$ cat config.mk
export PLATFORM = sky130hd
export DESIGN_NAME = half_duplex_uart_with_fifos
export DESIGN_NICKNAME = d
export VERILOG_FILES = /design/src/rtl/hduart_pkg.sv /design/src/rtl/hduart_ram.sv /design/src/rtl/hduart_core.sv /design/src/rtl/half_duplex_uart_with_fifos.sv
export SDC_FILE = /design/constraint.sdc
export NUM_CORES = 2
export LEC_CHECK = 0
export ABC_CLOCK_PERIOD_IN_PS = 4800
export BUFFER_PORTS_ARGS = -buffer_cell sky130_fd_sc_hd__buf_2
export CELL_PAD_IN_SITES_DETAIL_PLACEMENT = 1
export CELL_PAD_IN_SITES_GLOBAL_PLACEMENT = 1
export CORE_UTILIZATION = 52
export CTS_BUF_LIST = sky130_fd_sc_hd__clkbuf_16
export DETAILED_ROUTE_END_ITERATION = 6
export HOLD_SLACK_MARGIN = 0.1
export PLACE_DENSITY_LB_ADDON = 0.25
export SLEW_MARGIN = 15
export SYNTH_ARGS = -nofsm -noshare
export SYNTH_HDL_FRONTEND = slang
export SYNTH_HIERARCHICAL = 1
export SYNTH_SLANG_ARGS = --single-unit
$ cat constraint.sdc
create_clock -name clk_i -period 4.8 [get_ports clk_i]
set_input_delay 0.96 -clock clk_i [delete_from_list [all_inputs] [get_ports clk_i]]
set_output_delay 0.96 -clock clk_i [all_outputs]
set_load 0.01 [all_outputs]
$ cat src/rtl/hduart_pkg.sv
// ----------------------------------------------------------------------------
// Half-duplex UART package
// Constants, codes, shared types and helper functions of the serial port.
// ----------------------------------------------------------------------------
`timescale 1ns / 1ps
`default_nettype none

package hduart_pkg;

  localparam int FifoDepth = 64;
  localparam int AddrW     = (FifoDepth > 1) ? $clog2(FifoDepth) : 1;
  localparam int CntW      = $clog2(FifoDepth + 1);
  localparam int CfgW      = 16;
  localparam int CfgIdxW   = 2;
  localparam int TickW     = 17;

  typedef enum logic [1:0] {
    OpTick = 2'd0,
    OpPush = 2'd1,
    OpPop  = 2'd2,
    OpNop  = 2'd3
  } op_e;

  typedef enum logic [CfgIdxW-1:0] {
    CfgDataBits    = 2'd0,
    CfgParityEn    = 2'd1,
    CfgOddParity   = 2'd2,
    CfgTicksPerBit = 2'd3
  } cfg_e;

  typedef struct packed {
    logic             we;
    logic [AddrW-1:0] waddr;
    logic [7:0]       wdata;
    logic             re;
    logic [AddrW-1:0] raddr;
  } ram_req_t;

  typedef struct packed {
    logic tx_line;
    logic rts_line;
    logic rx_valid;
    logic tx_busy;
    logic rx_busy;
    logic tx_full;
    logic frame_error;
    logic parity_error;
  } status_t;

  function automatic logic [AddrW-1:0] ptr_inc(input logic [AddrW-1:0] p);
    logic [AddrW-1:0] r;
    if (p == AddrW'(FifoDepth - 1)) begin
      r = '0;
    end else begin
      r = p + 1'b1;
    end
    return r;
  endfunction

  // Parity over the data bits only; bit 7 is ignored in 7-bit mode.
  function automatic logic parity_of(input logic [7:0] v, input logic n7, input logic odd);
    logic [7:0] m;
    m = n7 ? {1'b0, v[6:0]} : v;
    return (^m) ^ odd;
  endfunction

endpackage

`default_nettype wire

$ cat src/rtl/hduart_ram.sv
// ----------------------------------------------------------------------------
// Half-duplex UART FIFO RAM
// Simple dual-port memory with one write port and a registered read port.
// ----------------------------------------------------------------------------
`timescale 1ns / 1ps
`default_nettype none

module hduart_ram #(
  parameter int Depth = 64,
  parameter int Width = 8
) (
  input  wire logic                                     clk_i,
  input  wire logic                                     we_i,
  input  wire logic [((Depth > 1) ? $clog2(Depth) : 1)-1:0] waddr_i,
  input  wire logic [Width-1:0]                         wdata_i,
  input  wire logic                                     re_i,
  input  wire logic [((Depth > 1) ? $clog2(Depth) : 1)-1:0] raddr_i,
  output      logic [Width-1:0]                         rdata_o
);

  logic [Width-1:0] mem_q [Depth];

  always_ff @(posedge clk_i) begin
    if (we_i) begin
      mem_q[waddr_i] <= wdata_i;
    end
  end

  always_ff @(posedge clk_i) begin
    if (re_i) begin
      rdata_o <= mem_q[raddr_i];
    end
  end

endmodule

`default_nettype wire

$ cat src/rtl/hduart_core.sv
// ----------------------------------------------------------------------------
// Half-duplex UART control core
// Holds configuration, FIFO pointers and framing state; steps the latter two
// once per accepted word and issues the FIFO RAM reads and writes.
// ----------------------------------------------------------------------------
`timescale 1ns / 1ps
`default_nettype none

module hduart_core (
  input  wire logic                          clk_i,
  input  wire logic                          rst_ni,
  input  wire logic                          step_en_i,
  input  wire logic [1:0]                    op_i,
  input  wire logic [7:0]                    tx_byte_i,
  input  wire logic                          rx_pin_i,
  input  wire logic                          cfg_we_i,
  input  wire logic [hduart_pkg::CfgIdxW-1:0] cfg_index_i,
  input  wire logic [hduart_pkg::CfgW-1:0]   cfg_wdata_i,
  output      hduart_pkg::ram_req_t          tx_ram_o,
  output      hduart_pkg::ram_req_t          rx_ram_o,
  input  wire logic [7:0]                    tx_rdata_i,
  output      hduart_pkg::status_t           status_o
);

  import hduart_pkg::*;

  logic [3:0]       data_bits_q;
  logic             par_en_q, odd_q;
  logic [15:0]      tpb_q;

  logic [AddrW-1:0] tx_head_q, tx_head_d, tx_tail_q, tx_tail_d;
  logic [CntW-1:0]  tx_cnt_q, tx_cnt_d;
  logic [AddrW-1:0] rx_head_q, rx_head_d, rx_tail_q, rx_tail_d;
  logic [CntW-1:0]  rx_cnt_q, rx_cnt_d;

  logic [7:0]       tx_shift_q, tx_shift_d;
  logic [3:0]       tx_bits_q, tx_bits_d;
  logic [1:0]       tx_extra_q, tx_extra_d;
  logic             par_val_q, par_val_d;
  logic             tx_pend_q, tx_pend_d;
  logic             tx_pn7_q, tx_pn7_d, tx_podd_q, tx_podd_d;
  logic             tx_fwd_q, tx_fwd_d;
  logic [7:0]       tx_fwd_byte_q, tx_fwd_byte_d;

  logic [7:0]       rx_shift_q, rx_shift_d;
  logic [3:0]       rx_bits_q, rx_bits_d;
  logic [1:0]       rx_extra_q, rx_extra_d;
  logic [TickW-1:0] tick_q, tick_d;

  logic             tx_prog_q, tx_prog_d, tx_treq_q, tx_treq_d;
  logic             rx_prog_q, rx_prog_d, armed_q, armed_d;
  logic             err_frame_q, err_frame_d, err_par_q, err_par_d;
  logic             line_tx_q, line_tx_d, rts_q, rts_d;
  logic             rx_valid_q, rx_valid_d;

  logic             n7;
  logic [3:0]       nb;
  logic [7:0]       tx_byte_eff, sh_cur, rx_byte;
  logic             pv_cur, fire, txb, arm;
  logic [3:0]       rbits;
  logic             tx_we, tx_re, rx_we, rx_re;

  assign n7          = (data_bits_q == 4'd7);
  assign nb          = n7 ? 4'd7 : 4'd8;
  assign tx_byte_eff = tx_fwd_q ? tx_fwd_byte_q : tx_rdata_i;
  assign sh_cur      = tx_pend_q ? tx_byte_eff : tx_shift_q;
  assign pv_cur      = tx_pend_q ? parity_of(tx_byte_eff, tx_pn7_q, tx_podd_q) : par_val_q;
  assign rx_byte     = n7 ? {1'b0, rx_shift_q[7:1]} : rx_shift_q;
  assign rbits       = (rx_bits_q != 4'd0) ? (rx_bits_q - 4'd1) : 4'd0;

  always_comb begin
    tx_head_d = tx_head_q;  tx_tail_d = tx_tail_q;  tx_cnt_d = tx_cnt_q;
    rx_head_d = rx_head_q;  rx_tail_d = rx_tail_q;  rx_cnt_d = rx_cnt_q;
    tx_shift_d = sh_cur;    par_val_d = pv_cur;     tx_pend_d = 1'b0;
    tx_bits_d = tx_bits_q;  tx_extra_d = tx_extra_q;
    tx_pn7_d = tx_pn7_q;    tx_podd_d = tx_podd_q;
    tx_fwd_d = tx_fwd_q;    tx_fwd_byte_d = tx_fwd_byte_q;
    rx_shift_d = rx_shift_q; rx_bits_d = rx_bits_q; rx_extra_d = rx_extra_q;
    tick_d = tick_q;
    tx_prog_d = tx_prog_q;  tx_treq_d = tx_treq_q;
    rx_prog_d = rx_prog_q;  armed_d = armed_q;
    err_frame_d = err_frame_q; err_par_d = err_par_q;
    line_tx_d = line_tx_q;  rts_d = rts_q;
    rx_valid_d = 1'b0;
    fire = 1'b0;  txb = 1'b0;  arm = 1'b0;
    tx_we = 1'b0; tx_re = 1'b0; rx_we = 1'b0; rx_re = 1'b0;

    case (op_i)
      OpTick: begin
        if (tx_prog_q || rx_prog_q) begin
          fire   = (tick_q <= TickW'(1));
          tick_d = fire ? {1'b0, tpb_q} : (tick_q - TickW'(1));
          if (fire && tx_prog_q) begin
            if (tx_bits_q != 4'd0) begin
              tx_bits_d  = tx_bits_q - 4'd1;
              line_tx_d  = sh_cur[0];
              tx_shift_d = {1'b0, sh_cur[7:1]};
            end else if (tx_extra_q[1]) begin
              tx_extra_d = tx_extra_q - 2'd1;
              line_tx_d  = pv_cur;
            end else if (tx_extra_q != 2'd0) begin
              tx_extra_d = tx_extra_q - 2'd1;
              line_tx_d  = 1'b1;
            end else begin
              line_tx_d = 1'b1;
              if (tx_cnt_q != '0) begin
                txb = 1'b1;
              end else begin
                tx_prog_d = 1'b0;
                tx_treq_d = 1'b0;
                arm       = 1'b1;
              end
            end
          end else if (fire) begin
            rx_bits_d = rbits;
            if (rbits != 4'd0) begin
              rx_shift_d = {rx_pin_i, rx_shift_q[7:1]};
              if (rbits == 4'd1) begin
                rts_d = 1'b1;
              end
            end else if (rx_extra_q != 2'd0) begin
              rx_extra_d = rx_extra_q - 2'd1;
              err_par_d  = rx_pin_i;
            end else begin
              if (!rx_pin_i) begin
                err_frame_d = 1'b1;
                err_par_d   = 1'b0;
              end else begin
                err_frame_d = 1'b0;
                err_par_d   = par_en_q && (err_par_q != parity_of(rx_byte, n7, odd_q));
                if (!err_par_d && (rx_cnt_q != CntW'(FifoDepth))) begin
                  rx_we     = 1'b1;
                  rx_tail_d = ptr_inc(rx_tail_q);
                  rx_cnt_d  = rx_cnt_q + 1'b1;
                end
              end
              rx_shift_d = 8'h00;
              rx_prog_d  = 1'b0;
              armed_d    = 1'b0;
              if (!tx_treq_q) begin
                if (rx_cnt_d != CntW'(FifoDepth)) begin
                  arm = 1'b1;
                end
              end else if (tx_cnt_q != '0) begin
                txb = 1'b1;
              end
            end
          end
        end else if (armed_q && !rx_pin_i) begin
          rx_prog_d   = 1'b1;
          err_frame_d = 1'b0;
          err_par_d   = 1'b0;
          rx_shift_d  = 8'h00;
          rx_bits_d   = nb + 4'd1;
          rx_extra_d  = {1'b0, par_en_q};
          tick_d      = {1'b0, tpb_q} + {2'b00, tpb_q[15:1]};
        end
      end
      OpPush: begin
        if (tx_cnt_q != CntW'(FifoDepth)) begin
          tx_we     = 1'b1;
          tx_tail_d = ptr_inc(tx_tail_q);
          tx_cnt_d  = tx_cnt_q + 1'b1;
          tx_treq_d = 1'b1;
          if (!tx_prog_q) begin
            rts_d = 1'b1;
            if (!rx_prog_q) begin
              armed_d = 1'b0;
              txb     = 1'b1;
            end
          end
        end
      end
      OpPop: begin
        if (!(armed_q || rx_prog_q || tx_treq_q)) begin
          arm = 1'b1;
        end
        if (rx_cnt_q != '0) begin
          rx_re      = 1'b1;
          rx_head_d  = ptr_inc(rx_head_q);
          rx_cnt_d   = rx_cnt_q - 1'b1;
          rx_valid_d = 1'b1;
        end
      end
      default: begin
      end
    endcase

    if (arm) begin
      armed_d    = 1'b1;
      rts_d      = 1'b0;
      rx_shift_d = 8'h00;
    end

    // The new byte arrives from the registered RAM read port; a byte written in
    // the same cycle to the entry being read is forwarded instead.
    if (txb) begin
      tx_re         = 1'b1;
      tx_head_d     = ptr_inc(tx_head_q);
      tx_cnt_d      = tx_cnt_d - 1'b1;
      tx_bits_d     = nb;
      tx_extra_d    = par_en_q ? 2'd2 : 2'd1;
      tx_pend_d     = 1'b1;
      tx_pn7_d      = n7;
      tx_podd_d     = odd_q;
      tx_fwd_d      = tx_we && (tx_tail_q == tx_head_q);
      tx_fwd_byte_d = tx_byte_i;
      tx_prog_d     = 1'b1;
      line_tx_d     = 1'b0;
      tick_d        = {1'b0, tpb_q};
    end
  end

  assign tx_ram_o = '{we: tx_we & step_en_i, waddr: tx_tail_q, wdata: tx_byte_i,
                      re: tx_re & step_en_i, raddr: tx_head_q};
  assign rx_ram_o = '{we: rx_we & step_en_i, waddr: rx_tail_q, wdata: rx_byte,
                      re: rx_re & step_en_i, raddr: rx_head_q};

  assign status_o = '{tx_line: line_tx_q, rts_line: rts_q, rx_valid: rx_valid_q,
                      tx_busy: tx_prog_q, rx_busy: rx_prog_q,
                      tx_full: (tx_cnt_q == CntW'(FifoDepth)),
                      frame_error: err_frame_q, parity_error: err_par_q};

  always_ff @(posedge clk_i or negedge rst_ni) begin
    if (!rst_ni) begin
      data_bits_q <= 4'd8;  par_en_q <= 1'b0;  odd_q <= 1'b0;  tpb_q <= 16'd104;
      tx_head_q <= '0;  tx_tail_q <= '0;  tx_cnt_q <= '0;
      rx_head_q <= '0;  rx_tail_q <= '0;  rx_cnt_q <= '0;
      tx_shift_q <= 8'h00;  tx_bits_q <= 4'd0;  tx_extra_q <= 2'd0;  par_val_q <= 1'b0;
      tx_pend_q <= 1'b0;  tx_pn7_q <= 1'b0;  tx_podd_q <= 1'b0;
      tx_fwd_q <= 1'b0;  tx_fwd_byte_q <= 8'h00;
      rx_shift_q <= 8'h00;  rx_bits_q <= 4'd0;  rx_extra_q <= 2'd0;
      tick_q <= '0;
      tx_prog_q <= 1'b0;  tx_treq_q <= 1'b0;  rx_prog_q <= 1'b0;  armed_q <= 1'b1;
      err_frame_q <= 1'b0;  err_par_q <= 1'b0;
      line_tx_q <= 1'b1;  rts_q <= 1'b0;  rx_valid_q <= 1'b0;
    end else begin
      if (cfg_we_i) begin
        case (cfg_index_i)
          CfgDataBits:    data_bits_q <= cfg_wdata_i[3:0];
          CfgParityEn:    par_en_q    <= cfg_wdata_i[0];
          CfgOddParity:   odd_q       <= cfg_wdata_i[0];
          CfgTicksPerBit: tpb_q       <= cfg_wdata_i[15:0];
          default: begin
          end
        endcase
      end
      if (step_en_i) begin
        tx_head_q <= tx_head_d;  tx_tail_q <= tx_tail_d;  tx_cnt_q <= tx_cnt_d;
        rx_head_q <= rx_head_d;  rx_tail_q <= rx_tail_d;  rx_cnt_q <= rx_cnt_d;
        tx_shift_q <= tx_shift_d;  tx_bits_q <= tx_bits_d;  tx_extra_q <= tx_extra_d;
        par_val_q <= par_val_d;  tx_pend_q <= tx_pend_d;
        tx_pn7_q <= tx_pn7_d;  tx_podd_q <= tx_podd_d;
        tx_fwd_q <= tx_fwd_d;  tx_fwd_byte_q <= tx_fwd_byte_d;
        rx_shift_q <= rx_shift_d;  rx_bits_q <= rx_bits_d;  rx_extra_q <= rx_extra_d;
        tick_q <= tick_d;
        tx_prog_q <= tx_prog_d;  tx_treq_q <= tx_treq_d;
        rx_prog_q <= rx_prog_d;  armed_q <= armed_d;
        err_frame_q <= err_frame_d;  err_par_q <= err_par_d;
        line_tx_q <= line_tx_d;  rts_q <= rts_d;  rx_valid_q <= rx_valid_d;
      end
    end
  end

endmodule

`default_nettype wire

$ cat src/rtl/half_duplex_uart_with_fifos.sv
// ----------------------------------------------------------------------------
// Half-duplex UART with transmit and receive FIFOs
//
//   Channel   Direction  Handshake                    Payload
//   input     in         in_valid_i / in_ready_o      opcode_i, tx_byte_i, rx_pin_i
//   output    out        out_valid_o / out_ready_i    line, FIFO and error status
//   config    in         cfg_we_i (no wait)           cfg_index_i, cfg_wdata_i
//
// One word is taken per clock cycle; each word is a single read-modify-write
// of the control state and at most one write and one read of each FIFO RAM.
// The RAM read port is registered, so a dequeued transmit byte reaches the
// shift path through its read data register, with same-entry forwarding.
// The FIFO RAMs need no clearing after reset; the block is ready at once.
// A new word is taken whenever the output register is empty or being drained.
// ----------------------------------------------------------------------------
`timescale 1ns / 1ps
`default_nettype none

module half_duplex_uart_with_fifos (
  input  wire logic                           clk_i,
  input  wire logic                           rst_ni,
  input  wire logic                           in_valid_i,
  output      logic                           in_ready_o,
  input  wire logic [1:0]                     opcode_i,
  input  wire logic [7:0]                     tx_byte_i,
  input  wire logic                           rx_pin_i,
  output      logic                           out_valid_o,
  input  wire logic                           out_ready_i,
  output      logic                           tx_line_o,
  output      logic                           rts_line_o,
  output      logic [7:0]                     rx_data_o,
  output      logic                           rx_valid_o,
  output      logic                           tx_busy_o,
  output      logic                           rx_busy_o,
  output      logic                           tx_full_o,
  output      logic                           frame_error_o,
  output      logic                           parity_error_o,
  input  wire logic                           cfg_we_i,
  input  wire logic [hduart_pkg::CfgIdxW-1:0] cfg_index_i,
  input  wire logic [hduart_pkg::CfgW-1:0]    cfg_wdata_i
);

  import hduart_pkg::*;

  logic     step_en;
  logic     out_valid_q;
  ram_req_t tx_ram, rx_ram;
  logic [7:0] tx_rdata, rx_rdata;
  status_t  status;

  assign in_ready_o = !out_valid_q || out_ready_i;
  assign step_en    = in_valid_i && in_ready_o;

  always_ff @(posedge clk_i or negedge rst_ni) begin
    if (!rst_ni) begin
      out_valid_q <= 1'b0;
    end else if (step_en) begin
      out_valid_q <= 1'b1;
    end else if (out_ready_i) begin
      out_valid_q <= 1'b0;
    end
  end

  hduart_core u_core (
    .clk_i       (clk_i),
    .rst_ni      (rst_ni),
    .step_en_i   (step_en),
    .op_i        (opcode_i),
    .tx_byte_i   (tx_byte_i),
    .rx_pin_i    (rx_pin_i),
    .cfg_we_i    (cfg_we_i),
    .cfg_index_i (cfg_index_i),
    .cfg_wdata_i (cfg_wdata_i),
    .tx_ram_o    (tx_ram),
    .rx_ram_o    (rx_ram),
    .tx_rdata_i  (tx_rdata),
    .status_o    (status)
  );

  hduart_ram #(.Depth(FifoDepth), .Width(8)) u_tx_ram (
    .clk_i   (clk_i),
    .we_i    (tx_ram.we),
    .waddr_i (tx_ram.waddr),
    .wdata_i (tx_ram.wdata),
    .re_i    (tx_ram.re),
    .raddr_i (tx_ram.raddr),
    .rdata_o (tx_rdata)
  );

  hduart_ram #(.Depth(FifoDepth), .Width(8)) u_rx_ram (
    .clk_i   (clk_i),
    .we_i    (rx_ram.we),
    .waddr_i (rx_ram.waddr),
    .wdata_i (rx_ram.wdata),
    .re_i    (rx_ram.re),
    .raddr_i (rx_ram.raddr),
    .rdata_o (rx_rdata)
  );

  assign out_valid_o    = out_valid_q;
  assign tx_line_o      = status.tx_line;
  assign rts_line_o     = status.rts_line;
  assign rx_valid_o     = status.rx_valid;
  assign rx_data_o      = status.rx_valid ? rx_rdata : 8'h00;
  assign tx_busy_o      = status.tx_busy;
  assign rx_busy_o      = status.rx_busy;
  assign tx_full_o      = status.tx_full;
  assign frame_error_o  = status.frame_error;
  assign parity_error_o = status.parity_error;

endmodule

`default_nettype wire

==> run_results.csv <==
group,metric,value,unit
die,dieWidth,308,um
logic_synthesis,yosys_warnings,6,
critical_path,reg2regPathDepth,8,
global_routing,use_met3,0.0383,
timing,clock_skew,0.0304,ns
global_routing,overflow,0,
logic_synthesis,synth_nets,2918,
power,p_per_area,481,nW/um2
logic_synthesis,yosysTopAreaCellShare,0.641,
critical_path,cp-start-kind,"flop",
finish,nNetsFinal,2985,
critical_path,reg2reg_from,"u_core/tick_q[10]",
finish,final_common_cell,"edfxtp_1",
global_routing,grt_pass1_vias,28700,
outcome,outcome,"completed",
timing,fmax,224,MHz
clocking,clock_sinks,1168,
finish,area_growth,11.2,%
die,initial_core_util,0.528,
critical_path,slowest_delay,0.69,ns
critical_path,cp_top_family,"simple AND/OR/NAND/NOR gates",
die,die_area,95000,um2
clocking,cts_tree,"built",
drt,drt_wl_total,128,mm
drt,drtIter0Drc,2746,
logic_synthesis,yosys-mux-area-fraction,0.134,
drt,drc_errors,0,
global_routing,busiest_layer,"met2",
logic_synthesis,netlist_area,48700,um2
drt,ant_nets,0,
logic_synthesis,synth_top_area_cell,"edfxtp_1",
logic_synthesis,synth-seq-cells,1168,
clocking,htreeDepth,3,
critical_path,reg2reg_to,"u_rx_ram/mem_q[39][4]",
critical_path,crit_type,"flop to flop",
timing,fin_crit,4.46,ns
timing,tightestPinTransition,1.23,ns
clocking,clk_path_buf_depth,3,
clocking,cts-buffers-inserted,114,
min_path,min_path_type,"primary input to async pin",
logic_synthesis,synth_xor_area_frac,0.0138,
timing,slew_headroom,0.179,
critical_path,arrival,4.78,ns
die,row_count,111,
global_routing,grt_max_degree,97,
power,p_leak,17.9,nW
power,ir_drop,0.412,mV
timing,rsz0062_at_grt,"false",
placed_design,hpwl,82.2,mm
critical_path,worstPathRequired,5.12,ns
finish,final_cells,4263,
finish,final_cell_mix,"1,040 x edfxtp_1, 248 x mux4_2, 239 x nor2_1",
logic_synthesis,synth_fa_ha_area_frac,0.00811,
power,p_total,0.0261,W
drt,wire_per_inst,30.0,um
logic_synthesis,synth-simple-area-share,0.0665,
timing,hold-worst-slack,0.395,ns
clocking,cts.clk_slew.worst_paths,0.06,ns
critical_path,rrSetupSlack,0.34,ns
timing,final.setup.tns,0,ns
job,drv_cap,0,
logic_synthesis,synth_area_leaders,"edfxtp_1 64%, mux4_2 11%, dfrtp_1 6.3%",
die,core_area,92200,um2
critical_path,crit_buf_inv,0,
critical_path,path_cells,"or3_4 -> or4_4 -> or4_4 -> nor4b_4 -> and3_1 -> nand2_1 -> or3_1 -> nor2_1",
timing,hold_viol,0,
clocking,cts_resized,0,
critical_path,cp_max_fo,13,
clocking,ctsHoldBuffers,0,
global_routing,groute.layer.met1.usage,0.370,
logic_synthesis,synth_top_family_by_area,"multiplexers",
clocking,cts_root_buffer,"clkbuf_16",
global_routing,grt_pass1_wl,192,mm
timing,min_period_over_period,0.928,
logic_synthesis,synth_compound_area_frac,0.0505,
global_routing,antenna_found_initial,2,
critical_path,worstSetupEndpointType,"flop",
drt,dr_total_vias,27400,
logic_synthesis,syn_avg_cell_area,17.1,um2
global_routing,use_met2,0.462,
logic_synthesis,ys_seq_area_frac,0.707,
die,io_pins,52,
critical_path,cpMostUsedCell,"or4_4",
placed_design,dp_cells,4047,
logic_synthesis,netlist_instances,2853,
global_routing,grt_use_total,0.275,
drt,vias_per_cell,6.42,
timing,setup_viol,0,
placed_design,gp_congestion,0.864,
clocking,postCtsSetupBuffers,0,
drt,drtPass1Iterations,5,
timing,maxSlewViolCount,0,
logic_synthesis,synthArstFlopShare,0.110,
critical_path,critPathSlowestCell,"nor2_1",
logic_synthesis,synth_top_flop_cell,"edfxtp_1",
logic_synthesis,synth_edf_count,1040,
finish,drive_gt1_frac,0.211,
logic_synthesis,synth_cell_type_count,82,
die,die_y,308,um
clocking,clk_latency,0.71,ns
placed_design,port_buffers,51,
[how the worst max path moves through the flow]
stage | end | slack (ns) | from | depth (start not counted)
6_report | u_rx_ram/mem_q[39][4] | 0.34 | u_core/tick_q[10] | 8
5_1_grt | u_rx_ram/mem_q[37][4] | 0.30 | u_core/data_bits_q[3] | 9
4_1_cts | u_rx_ram/mem_q[39][4] | 0.39 | u_core/tick_q[10] | 8
3_5_place_dp | u_rx_ram/mem_q[37][7] | 0.46 | u_core/tick_q[10] | 8
3_3_place_gp | u_rx_ram/mem_q[35][7] | 0.65 | u_core/tick_q[10] | 8
2_1_floorplan | u_rx_ram/mem_q[0][1] | 0.68 | u_core/data_bits_q[3] | 3
[kinds of logic (layout without fill, tap and decap cells)]
logic type / Yosys count / count (layout)
adder cells (fa/ha/maj): 31 / 31
buffers and inverters: 197 / 363
flip-flops: 1168 / 1168
AND/OR/NAND/NOR: 681 / 681
other: 0 / 1
AO/OA/AOI/OAI: 368 / 368
multiplexers: 336 / 336
XOR/XNOR: 72 / 72
[cell type report]
cell class	instances	area, um2
clock buffers	116	2900
repair buffers	114	759
flip-flops and latches	1168	34500
multi-input cells	1488	13300
well taps	1243	1560
inverters	34	128
clock inverters	99	1080
diodes	1	2.50
fillers	8247	38000
[Yosys cell counts (30+ instances only)]
cell and n:
a21oi_1 55, buf_2 36, buf_4 33, clkbuf_1 75
dfrtp_1 122, edfxtp_1 1040, ha_1 30, mux2_2 36
mux2i_1 52, mux4_2 248, nand2_1 170, nand3_1 61
nor2_1 239, nor3_1 35, o21ai_0 82, o22ai_1 51
xnor2_1 37, xor2_1 32
[stage by stage]
stage	instance area [um2]	utilization	setup slack [ns]
after floorplan	48700	-	0.677
after global placement	50200	0.545	0.648
after detailed placement	50200	0.545	0.459
after CTS	54200	0.588	0.392
after global routing	54200	0.588	0.304
final	54200	0.588	0.344
[power by group]
| part | internal, W | switching (W) |
|---|---|---|
| logic | 0.00208 | 0.00255 |
| registers | 0.0114 | 0.000672 |
| clock network | 0.00557 | 0.00386 |
[sequential cells by signal (all words and copies together) (netlist names), 4 cells and up]
signal	count
u_core/tx_fwd_byte_q	8
u_rx_ram/mem_q	512
u_core/rx_tail_q	6
u_rx_ram/rdata_o	8
u_core/data_bits_q	4
u_tx_ram/rdata_o	8
u_core/rx_bits_q	4
u_core/tx_bits_q	4
u_core/rx_head_q	6
u_core/tick_q	17
u_tx_ram/mem_q	512
u_core/tx_head_q	6
u_core/tx_cnt_q	7
u_core/tpb_q	16
u_core/tx_shift_q	8
u_core/tx_tail_q	6
u_core/rx_cnt_q	7
u_core/rx_shift_q	8
[layer usage]
metal,vias to the layer above,share of wire
met1,14600,0.40
met5,-,0
met3,231,0.062
met2,1131,0.50
met4,0,0.033
li1,11500,-
Note: power is estimated with default switching activity, not from simulation.
